$ cat config.mk
export PLATFORM = sky130hd
export DESIGN_NAME = filtered_velocity_pid_unit
export DESIGN_NICKNAME = d
export VERILOG_FILES = /design/src/rtl/fvp_pkg.sv /design/src/rtl/fvp_seq.sv /design/src/rtl/fvp_datapath.sv /design/src/rtl/filtered_velocity_pid_unit.sv
export SDC_FILE = /design/constraint.sdc
export NUM_CORES = 2
export LEC_CHECK = 0
export BUFFER_PORTS_ARGS = -buffer_cell sky130_fd_sc_hd__buf_2
export CAP_MARGIN = 40
export CORE_ASPECT_RATIO = 1.75
export CORE_MARGIN = 5
export CORE_UTILIZATION = 30
export CTS_BUF_LIST = sky130_fd_sc_hd__clkbuf_2
export CTS_CLUSTER_SIZE = 24
export DETAILED_ROUTE_END_ITERATION = 16
export GPL_TIMING_DRIVEN = 0
export PLACE_DENSITY_LB_ADDON = 0.25
export SLEW_MARGIN = 40
export SYNTH_ARGS = -nofsm -noshare
export SYNTH_HDL_FRONTEND = slang
export SYNTH_SLANG_ARGS = --single-unit
$ cat constraint.sdc
create_clock -name aclk -period 14.2 [get_ports aclk]
set_input_delay 0.71 -clock aclk [delete_from_list [all_inputs] [get_ports aclk]]
set_output_delay 0.71 -clock aclk [all_outputs]
set_load 0.01 [all_outputs]
$ cat src/rtl/fvp_pkg.sv
// shared types, constants and saturation helper for the filtered velocity pid unit
// no dependencies; imported by every module of the block
`timescale 1ns / 1ps

package fvp_pkg;

    localparam int DEFAULT_SAMPLE_WIDTH = 16;
    localparam int COEF_W               = 32;
    localparam int PROD_W               = 64;
    localparam int ACC_W                = 48;
    localparam int CFG_IDX_W            = 3;
    localparam int SAMPLE_FRAC          = 8;
    localparam int COEF_FRAC            = 16;

    localparam logic signed [COEF_W-1:0] DRIVE_HIGH_RST = 32'sd6553600;
    localparam logic signed [COEF_W-1:0] DRIVE_LOW_RST  = 32'sd0;

    localparam logic signed [PROD_W-1:0] SAT_MAX = 64'sd2147483647;
    localparam logic signed [PROD_W-1:0] SAT_MIN = -64'sd2147483648;

    typedef enum logic [CFG_IDX_W-1:0] {
        CFG_GAIN            = 3'd0,
        CFG_INTEGRAL_COEF   = 3'd1,
        CFG_DERIVATIVE_COEF = 3'd2,
        CFG_FILTER_FEEDBACK = 3'd3,
        CFG_FILTER_INPUT    = 3'd4,
        CFG_DRIVE_HIGH      = 3'd5,
        CFG_DRIVE_LOW       = 3'd6
    } fvp_cfg_t;

    typedef enum logic [3:0] {
        ST_IDLE,
        ST_PREP,
        ST_FF,
        ST_FI,
        ST_P,
        ST_I,
        ST_D,
        ST_DPOST,
        ST_SUM
    } fvp_state_t;

    // operand pair fed to the shared multiplier
    typedef enum logic [2:0] {
        MUL_FF,
        MUL_FI,
        MUL_P,
        MUL_I,
        MUL_D
    } fvp_mul_t;

    typedef struct packed {
        logic     load;
        logic     prep;
        logic     mul_en;
        fvp_mul_t mul_op;
        logic     acc_ld;
        logic     f_ld;
        logic     p_ld;
        logic     diff_ld;
        logic     i_ld;
        logic     d_ld;
        logic     commit;
    } fvp_ctrl_t;

    function automatic logic signed [COEF_W-1:0] sat32(input logic signed [PROD_W-1:0] v);
        logic signed [COEF_W-1:0] r;
        if (v > SAT_MAX) begin
            r = SAT_MAX[COEF_W-1:0];
        end else if (v < SAT_MIN) begin
            r = SAT_MIN[COEF_W-1:0];
        end else begin
            r = v[COEF_W-1:0];
        end
        return r;
    endfunction

endpackage

$ cat src/rtl/fvp_seq.sv
// sequencer: walks one item through the shared multiplier schedule
// depends on fvp_pkg (state enum, control struct)
`timescale 1ns / 1ps

module fvp_seq
    import fvp_pkg::*;
(
    input  logic      aclk,
    input  logic      aresetn,
    input  logic      s_valid,
    output logic      s_ready,
    output logic      m_valid,
    input  logic      m_ready,
    output fvp_ctrl_t ctrl
);

    fvp_state_t state_reg, state_next;
    logic       m_valid_reg, m_valid_next;

    always_ff @(posedge aclk) begin
        if (!aresetn) begin
            state_reg   <= ST_IDLE;
            m_valid_reg <= 1'b0;
        end else begin
            state_reg   <= state_next;
            m_valid_reg <= m_valid_next;
        end
    end

    always_comb begin
        state_next   = state_reg;
        m_valid_next = m_valid_reg;
        ctrl         = '0;
        ctrl.mul_op  = MUL_FF;
        if (m_valid_reg && m_ready) begin
            m_valid_next = 1'b0;
        end
        case (state_reg)
            ST_IDLE: begin
                if (s_valid) begin
                    ctrl.load  = 1'b1;
                    state_next = ST_PREP;
                end
            end
            ST_PREP: begin
                ctrl.prep  = 1'b1;
                state_next = ST_FF;
            end
            ST_FF: begin
                ctrl.mul_en = 1'b1;
                ctrl.mul_op = MUL_FF;
                state_next  = ST_FI;
            end
            ST_FI: begin
                ctrl.mul_en = 1'b1;
                ctrl.mul_op = MUL_FI;
                ctrl.acc_ld = 1'b1;
                state_next  = ST_P;
            end
            ST_P: begin
                ctrl.mul_en = 1'b1;
                ctrl.mul_op = MUL_P;
                ctrl.f_ld   = 1'b1;
                state_next  = ST_I;
            end
            ST_I: begin
                ctrl.mul_en  = 1'b1;
                ctrl.mul_op  = MUL_I;
                ctrl.p_ld    = 1'b1;
                ctrl.diff_ld = 1'b1;
                state_next   = ST_D;
            end
            ST_D: begin
                ctrl.mul_en = 1'b1;
                ctrl.mul_op = MUL_D;
                ctrl.i_ld   = 1'b1;
                state_next  = ST_DPOST;
            end
            ST_DPOST: begin
                ctrl.d_ld  = 1'b1;
                state_next = ST_SUM;
            end
            ST_SUM: begin
                // hold here while the previous result is still unclaimed
                if (!m_valid_reg || m_ready) begin
                    ctrl.commit  = 1'b1;
                    m_valid_next = 1'b1;
                    state_next   = ST_IDLE;
                end
            end
            default: begin
                state_next = ST_IDLE;
            end
        endcase
    end

    assign s_ready = (state_reg == ST_IDLE);
    assign m_valid = m_valid_reg;

endmodule

$ cat src/rtl/fvp_datapath.sv
// datapath: error operands, shared 32x32 multiplier with product register,
// shift and saturate, filter and drive state; depends on fvp_pkg
`timescale 1ns / 1ps

module fvp_datapath
    import fvp_pkg::*;
#(
    parameter int SAMPLE_WIDTH = DEFAULT_SAMPLE_WIDTH
) (
    input  logic                     aclk,
    input  logic                     aresetn,
    input  fvp_ctrl_t                ctrl,
    input  logic signed [SAMPLE_WIDTH-1:0] s_measured,
    input  logic signed [SAMPLE_WIDTH-1:0] s_setpoint,
    input  logic                     s_enable,
    input  logic signed [COEF_W-1:0] gain,
    input  logic signed [COEF_W-1:0] integral_coef,
    input  logic signed [COEF_W-1:0] derivative_coef,
    input  logic signed [COEF_W-1:0] filter_feedback,
    input  logic signed [COEF_W-1:0] filter_input,
    input  logic signed [COEF_W-1:0] drive_high,
    input  logic signed [COEF_W-1:0] drive_low,
    output logic signed [COEF_W-1:0] m_drive,
    output logic signed [COEF_W-1:0] m_p_term,
    output logic signed [COEF_W-1:0] m_i_term,
    output logic signed [COEF_W-1:0] m_d_term
);

    localparam int ERR_W = SAMPLE_WIDTH + 1;

    // item and history
    logic signed [ERR_W-1:0]  e_reg, prev_error_reg;
    logic                     en_reg;
    logic signed [COEF_W-1:0] filter_prev_reg, filter_prev2_reg, drive_hold_reg;

    // operands and partial results
    logic signed [COEF_W-1:0] esum_reg, ediff_reg, esat_reg, diff_reg;
    logic signed [PROD_W-1:0] prod_reg;
    logic signed [ACC_W-1:0]  acc_reg;
    logic signed [COEF_W-1:0] f_reg, p_reg, i_reg, d_reg;

    logic signed [COEF_W-1:0] mul_a, mul_b;
    logic signed [PROD_W-1:0] prod_next;
    logic signed [PROD_W-1:0] e_ext, pe_ext;
    logic signed [COEF_W-1:0] sum_sat, drive_next;

    assign e_ext  = PROD_W'(e_reg);
    assign pe_ext = PROD_W'(prev_error_reg);

    always_comb begin
        case (ctrl.mul_op)
            MUL_FF: begin
                mul_a = filter_feedback;
                mul_b = filter_prev_reg;
            end
            MUL_FI: begin
                mul_a = filter_input;
                mul_b = esum_reg;
            end
            MUL_P: begin
                mul_a = gain;
                mul_b = ediff_reg;
            end
            MUL_I: begin
                mul_a = integral_coef;
                mul_b = esat_reg;
            end
            MUL_D: begin
                mul_a = derivative_coef;
                mul_b = diff_reg;
            end
            default: begin
                mul_a = '0;
                mul_b = '0;
            end
        endcase
    end

    assign prod_next = mul_a * mul_b;

    // drive sum and clamp, zero drive before the clamp when disabled
    always_comb begin
        sum_sat = sat32(PROD_W'(drive_hold_reg) + PROD_W'(p_reg)
                        + PROD_W'(i_reg) + PROD_W'(d_reg));
        if (!en_reg) begin
            sum_sat = '0;
        end
        if (sum_sat > drive_high) begin
            drive_next = drive_high;
        end else if (sum_sat < drive_low) begin
            drive_next = drive_low;
        end else begin
            drive_next = sum_sat;
        end
    end

    // history, reset to zero
    always_ff @(posedge aclk) begin
        if (!aresetn) begin
            prev_error_reg   <= '0;
            filter_prev_reg  <= '0;
            filter_prev2_reg <= '0;
            drive_hold_reg   <= '0;
        end else if (ctrl.commit) begin
            prev_error_reg   <= e_reg;
            filter_prev2_reg <= filter_prev_reg;
            filter_prev_reg  <= f_reg;
            drive_hold_reg   <= drive_next;
        end
    end

    always_ff @(posedge aclk) begin
        if (ctrl.load) begin
            e_reg  <= ERR_W'(s_setpoint) - ERR_W'(s_measured);
            en_reg <= s_enable;
        end
        if (ctrl.prep) begin
            esum_reg  <= sat32(e_ext + pe_ext);
            ediff_reg <= sat32(e_ext - pe_ext);
            esat_reg  <= sat32(e_ext);
        end
        if (ctrl.mul_en) begin
            prod_reg <= prod_next;
        end
        if (ctrl.acc_ld) begin
            acc_reg <= ACC_W'(prod_reg >>> COEF_FRAC);
        end
        if (ctrl.f_ld) begin
            f_reg <= sat32(PROD_W'(acc_reg) + (prod_reg >>> SAMPLE_FRAC));
        end
        if (ctrl.p_ld) begin
            p_reg <= en_reg ? sat32(prod_reg >>> SAMPLE_FRAC) : '0;
        end
        if (ctrl.diff_ld) begin
            diff_reg <= sat32(PROD_W'(f_reg) - (PROD_W'(filter_prev_reg) <<< 1)
                              + PROD_W'(filter_prev2_reg));
        end
        if (ctrl.i_ld) begin
            i_reg <= en_reg ? sat32(prod_reg >>> SAMPLE_FRAC) : '0;
        end
        if (ctrl.d_ld) begin
            d_reg <= en_reg ? sat32(prod_reg >>> COEF_FRAC) : '0;
        end
        if (ctrl.commit) begin
            m_drive  <= drive_next;
            m_p_term <= p_reg;
            m_i_term <= i_reg;
            m_d_term <= d_reg;
        end
    end

endmodule

$ cat src/rtl/filtered_velocity_pid_unit.sv
// top level of the filtered velocity pid unit: coefficient registers,
// sequencer and shared-multiplier datapath; depends on fvp_pkg, fvp_seq, fvp_datapath
//
//  channel   direction  handshake          payload
//  s_        in         s_valid / s_ready  s_measured, s_setpoint, s_enable
//  m_        out        m_valid / m_ready  m_drive, m_p_term, m_i_term, m_d_term
//  cfg_      in         cfg_wr_en only     cfg_index, cfg_wdata
//
// after acceptance an item holds s_ready low while it runs through one operand prep step,
// five passes through the single 32x32 multiplier, a post step and a sum step.
// reset (aresetn low, synchronous) clears history and m_valid, restores register defaults.
// the result sits in an output register; the next item is accepted while it waits,
// and that item stalls only in its final sum cycle until the output is free.
`timescale 1ns / 1ps

module filtered_velocity_pid_unit
    import fvp_pkg::*;
#(
    parameter int SAMPLE_WIDTH = DEFAULT_SAMPLE_WIDTH
) (
    input  logic                           aclk,
    input  logic                           aresetn,
    input  logic                           s_valid,
    output logic                           s_ready,
    input  logic signed [SAMPLE_WIDTH-1:0] s_measured,
    input  logic signed [SAMPLE_WIDTH-1:0] s_setpoint,
    input  logic                           s_enable,
    output logic                           m_valid,
    input  logic                           m_ready,
    output logic signed [COEF_W-1:0]       m_drive,
    output logic signed [COEF_W-1:0]       m_p_term,
    output logic signed [COEF_W-1:0]       m_i_term,
    output logic signed [COEF_W-1:0]       m_d_term,
    input  logic                           cfg_wr_en,
    input  logic [CFG_IDX_W-1:0]           cfg_index,
    input  logic [COEF_W-1:0]              cfg_wdata
);

    logic signed [COEF_W-1:0] gain_reg, integral_coef_reg, derivative_coef_reg;
    logic signed [COEF_W-1:0] filter_feedback_reg, filter_input_reg;
    logic signed [COEF_W-1:0] drive_high_reg, drive_low_reg;
    fvp_ctrl_t                ctrl;

    always_ff @(posedge aclk) begin
        if (!aresetn) begin
            gain_reg            <= '0;
            integral_coef_reg   <= '0;
            derivative_coef_reg <= '0;
            filter_feedback_reg <= '0;
            filter_input_reg    <= '0;
            drive_high_reg      <= DRIVE_HIGH_RST;
            drive_low_reg       <= DRIVE_LOW_RST;
        end else if (cfg_wr_en) begin
            case (fvp_cfg_t'(cfg_index))
                CFG_GAIN:            gain_reg            <= cfg_wdata;
                CFG_INTEGRAL_COEF:   integral_coef_reg   <= cfg_wdata;
                CFG_DERIVATIVE_COEF: derivative_coef_reg <= cfg_wdata;
                CFG_FILTER_FEEDBACK: filter_feedback_reg <= cfg_wdata;
                CFG_FILTER_INPUT:    filter_input_reg    <= cfg_wdata;
                CFG_DRIVE_HIGH:      drive_high_reg      <= cfg_wdata;
                CFG_DRIVE_LOW:       drive_low_reg       <= cfg_wdata;
                default: begin
                end
            endcase
        end
    end

    fvp_seq u_seq (
        .aclk    (aclk),
        .aresetn (aresetn),
        .s_valid (s_valid),
        .s_ready (s_ready),
        .m_valid (m_valid),
        .m_ready (m_ready),
        .ctrl    (ctrl)
    );

    fvp_datapath #(
        .SAMPLE_WIDTH (SAMPLE_WIDTH)
    ) u_datapath (
        .aclk            (aclk),
        .aresetn         (aresetn),
        .ctrl            (ctrl),
        .s_measured      (s_measured),
        .s_setpoint      (s_setpoint),
        .s_enable        (s_enable),
        .gain            (gain_reg),
        .integral_coef   (integral_coef_reg),
        .derivative_coef (derivative_coef_reg),
        .filter_feedback (filter_feedback_reg),
        .filter_input    (filter_input_reg),
        .drive_high      (drive_high_reg),
        .drive_low       (drive_low_reg),
        .m_drive         (m_drive),
        .m_p_term        (m_p_term),
        .m_i_term        (m_i_term),
        .m_d_term        (m_d_term)
    );

endmodule

==> impl_results.md <==
* IO Pins at 203
* Max frequency at roughly 0.072 GHz
* GPL Wtd Cong at slightly above 1
* GRT met3 Usage at 0.0299
* Register bit total from synthesis at approximately 810
* Synth Instances at 8528
* Worst-Skew Late Latency at about 1.5 ns
* Type of origin of the critical path: register
* All-Layer GR Usage at 0.256
* Number of synthesis warnings at 0
* MaxCap Viol Count at 0
* Distinct cells, synth at 95
* Slew HR at 0.335
* PwrDens at ~80 mW/mm^2
* Run status: completed
* Crit-path most repeated cell: fa_1
* Dpl ws at roughly 0.34 ns
* Worst hold path class: input port to register
* Leak at 39.7 nW
* Vias at 64.7k
* Synth Flop Type: edfxtp_1
* Final Power at just over 0.007 W
* Cell depth of the worst flop-to-flop path at 36
* Worst vdd ir at ~0.05 mV
* Sequential cell area at between 0.02 and 0.025 mm^2
* Tcrit/Tclk final at 0.975
* CP endpoint: u_datapath.prod_reg[59]
* Die Ht at around 690 um
* Port Buffers at around 200
* Req. time, crit path at 15.42 ns
* Initial DRC count at slightly above 4k
* Post-route antenna net violation count at 0
* Std-Cell Rows at around 250
* Syn_nets at between 10k and 15k
* DRC viols at 0
* Final WL at between 300000 and 400000 um
* Post-CTS setup buffers at 0
* Setup TNS at 0 ns
* Die area at roughly 0.27 mm^2
* Vias per cell at roughly 5.1
* Crit path arrival time at around 15 ns
* Slew Limit Fails at 0
* Tmin final at about 14 ns
* Crit path launch: u_seq.state_reg[3]
* First-pass GRT wire length at roughly 500000 um
* Worst-margin pin slew at 0.997 ns
* Met1 Use GR at 0.224
* Met2 usage at 0.483
* H-tree Lvls at 4
* Wire per inst at 28.0 um
* Filler cells at about 27k
* Layout cell share with drive strength beyond 1 at 0.0879
* Final hold violation count at 0
* Clock skew at 0.225 ns
* Cell Area, Synth at between 0.07 and 0.08 mm^2
* Area grow syn2layout at 12.4%
* CTS tree: done
* Post-synthesis sequential area ratio at 0.264
* Busiest metal layer after global routing: met2
* Core footprint at ~0.26 mm^2
* CP peak stage delay at 0.79 ns
* Slowest CP cell: clkbuf_1
* Fin worst setup slack at between 0.3 and 0.4 ns
* Final Setup Violations at 0
* Multi-input gate area at a little over 0.05 mm^2
* Total grt overflow at 0
* CP max FO at 10
* Worst setup EP type: register
* Chip Width at slightly below 400 um
* Largest net degree at the start of global routing at between 40 and 50
* CTS sink cnt at just over 800
* Layout Nets at 10.8k
* Vias in the first global route at 69.5k
* Clock Tree Root: clkbuf_2
* Reg clk slew, reported paths at around 0.12 ns
* R2r setup slk at 0.36 ns
* Placed cell count at around 12k
* Syn avg cell area at roughly 9.2 um^2
* Flip-flop count of the largest register after layout at 56
* Post-Layout Cell Count at 12.6k
* Antenna violations before repair at 13
* Iteration count of the initial detailed-routing pass at 9
* Final HPWL DP at 299000 um
* Reg-to-reg endpoint: u_datapath.prod_reg[59]
* WS Path Type: register to register
* Clk buf depth at 4
* EDFF count, synth at roughly 460
* Ys async rst share at 0
* Unrepaired setup endpoints after global routing: false
* Starting density of the core at 0.301
* Num CTS Buffers at 177
* RR Startpoint: u_seq.state_reg[3]
[where the power goes]
part	internal (W)	total (W)	switching, W
Combinational	0.000825	0.00263	0.00181
Clock	0.000604	0.00161	0.00101
Sequential	0.00264	0.00280	0.000151
[cells in the mapped netlist (28+ instances only)]
cell / instances / area (um^2)
nand4_1: 59 / 369
xnor2_1: 128 / 1120
edfxtp_1: 463 / 13900
nor3_1: 74 / 370
a22oi_1: 92 / 691
and3_1: 35 / 219
a211oi_1: 34 / 255
o21a_1: 67 / 503
nand2b_1: 68 / 425
a21oi_1: 610 / 3050
nor2_1: 415 / 1560
o211ai_1: 32 / 240
o21ai_0: 170 / 851
nand2_1: 1627 / 6110
and2_1: 52 / 325
ha_1: 449 / 5620
clkbuf_1: 384 / 1440
o31ai_1: 28 / 210
dfxtp_1: 342 / 6850
nand3_1: 105 / 526
inv_1: 1481 / 5560
nor2b_1: 49 / 307
xor2_1: 72 / 631
a21o_1: 134 / 1010
fa_1: 1151 / 23000
[worst min-delay path by stage]
stage | startpoint | end | slack (ns) | depth (start not counted)
floorplan | u_datapath.i_reg[16] | u_datapath.m_i_term[16] | 0.43 | 0
global placement | u_datapath.p_reg[24] | u_datapath.m_p_term[24] | 0.44 | 0
detailed placement | u_datapath.i_reg[28] | u_datapath.m_i_term[28] | 0.44 | 0
CTS | s_enable | u_datapath.en_reg | 0.007 | 2
global route | s_enable | u_datapath.en_reg | 0.10 | 2
finish | s_enable | u_datapath.en_reg | 0.13 | 2
[cells by family (layout without fill, tap and decap cells)]
group | after synthesis | after routing | synth area share
AO/OA/AOI/OAI | 1411 | 1411 | 0.114
multiplexers | 25 | 25 | 0.00320
buffers and inverters | 1896 | 2574 | 0.0911
other | 0 | 18 | 0
flip-flops | 805 | 805 | 0.264
AND/OR/NAND/NOR | 2591 | 2591 | 0.140
adder cells (fa/ha/maj) | 1600 | 1600 | 0.365
XOR/XNOR | 200 | 200 | 0.0223
[layout make-up]
type                    count  area share
multi-input cells        5827       0.581
flip-flops and latches    805       0.235
inverters                1484      0.0631
well taps                3375      0.0478
repair buffers            370      0.0339
plain buffers             412      0.0201
clock buffers             237      0.0134
clock inverters            71     0.00571
diodes                     18    0.000510
[placed cells by master, fill, tap and decap left out, types with 25 or more instances in the layout]
cell           instances
a31oi_1               25
nand3_1              101
o21ai_0              164
nand2_1             1627
ha_1                 449
nand4_1               59
a21oi_1              578
o21a_1                67
and3_1                35
dlygate4sd3_1        113
buf_2                220
nor2b_1               49
xor2_1                70
clkbuf_2             367
nand2b_1              68
fa_1                1149
inv_1               1481
o211ai_1              32
o21bai_1              26
a211oi_1              32
edfxtp_1             463
clkinv_1              39
nor3_1                72
or3_1                 26
xnor2_1              121
o31ai_1               27
clkbuf_1             250
nor2_1               411
dfxtp_1              342
a22oi_1               92
and2_1                51
a21o_1               134
[critical path, delay by kind of cell, from the launching register on]
family	cells	cell delay, ns
adder cells (fa/ha/maj)	9	4.81
flip-flops	1	0.36
AO/OA/AOI/OAI	12	3.93
buffers and inverters	9	2.83
AND/OR/NAND/NOR	6	1.66
[per-layer routing]
metal,routed length [um],up-vias
met1,104000,32500
met5,37,-
li1,-,28400
met2,186000,2557
met4,47000,6
met3,15900,1239
[what timing repair did]
item                                   4_1_cts  5_1_grt
setup endpoints to repair                    0        1
hold buffers                               113        0
endpoints found under the hold margin      264        0
resized for setup                            0        2
[through the flow]
| stage | hold WS [ns] | cell area (um^2) | utilization |
|---|---|---|---|
| floorplan | 0.426 | 78500 | - |
| global placement | 0.438 | 83800 | 0.321 |
| detailed placement | 0.436 | 85400 | 0.328 |
| CTS | 0.00686 | 88200 | 0.339 |
| global route | 0.103 | 88300 | 0.339 |
| finish | 0.134 | 88300 | 0.339 |
Power figures use the tool's default switching activity.
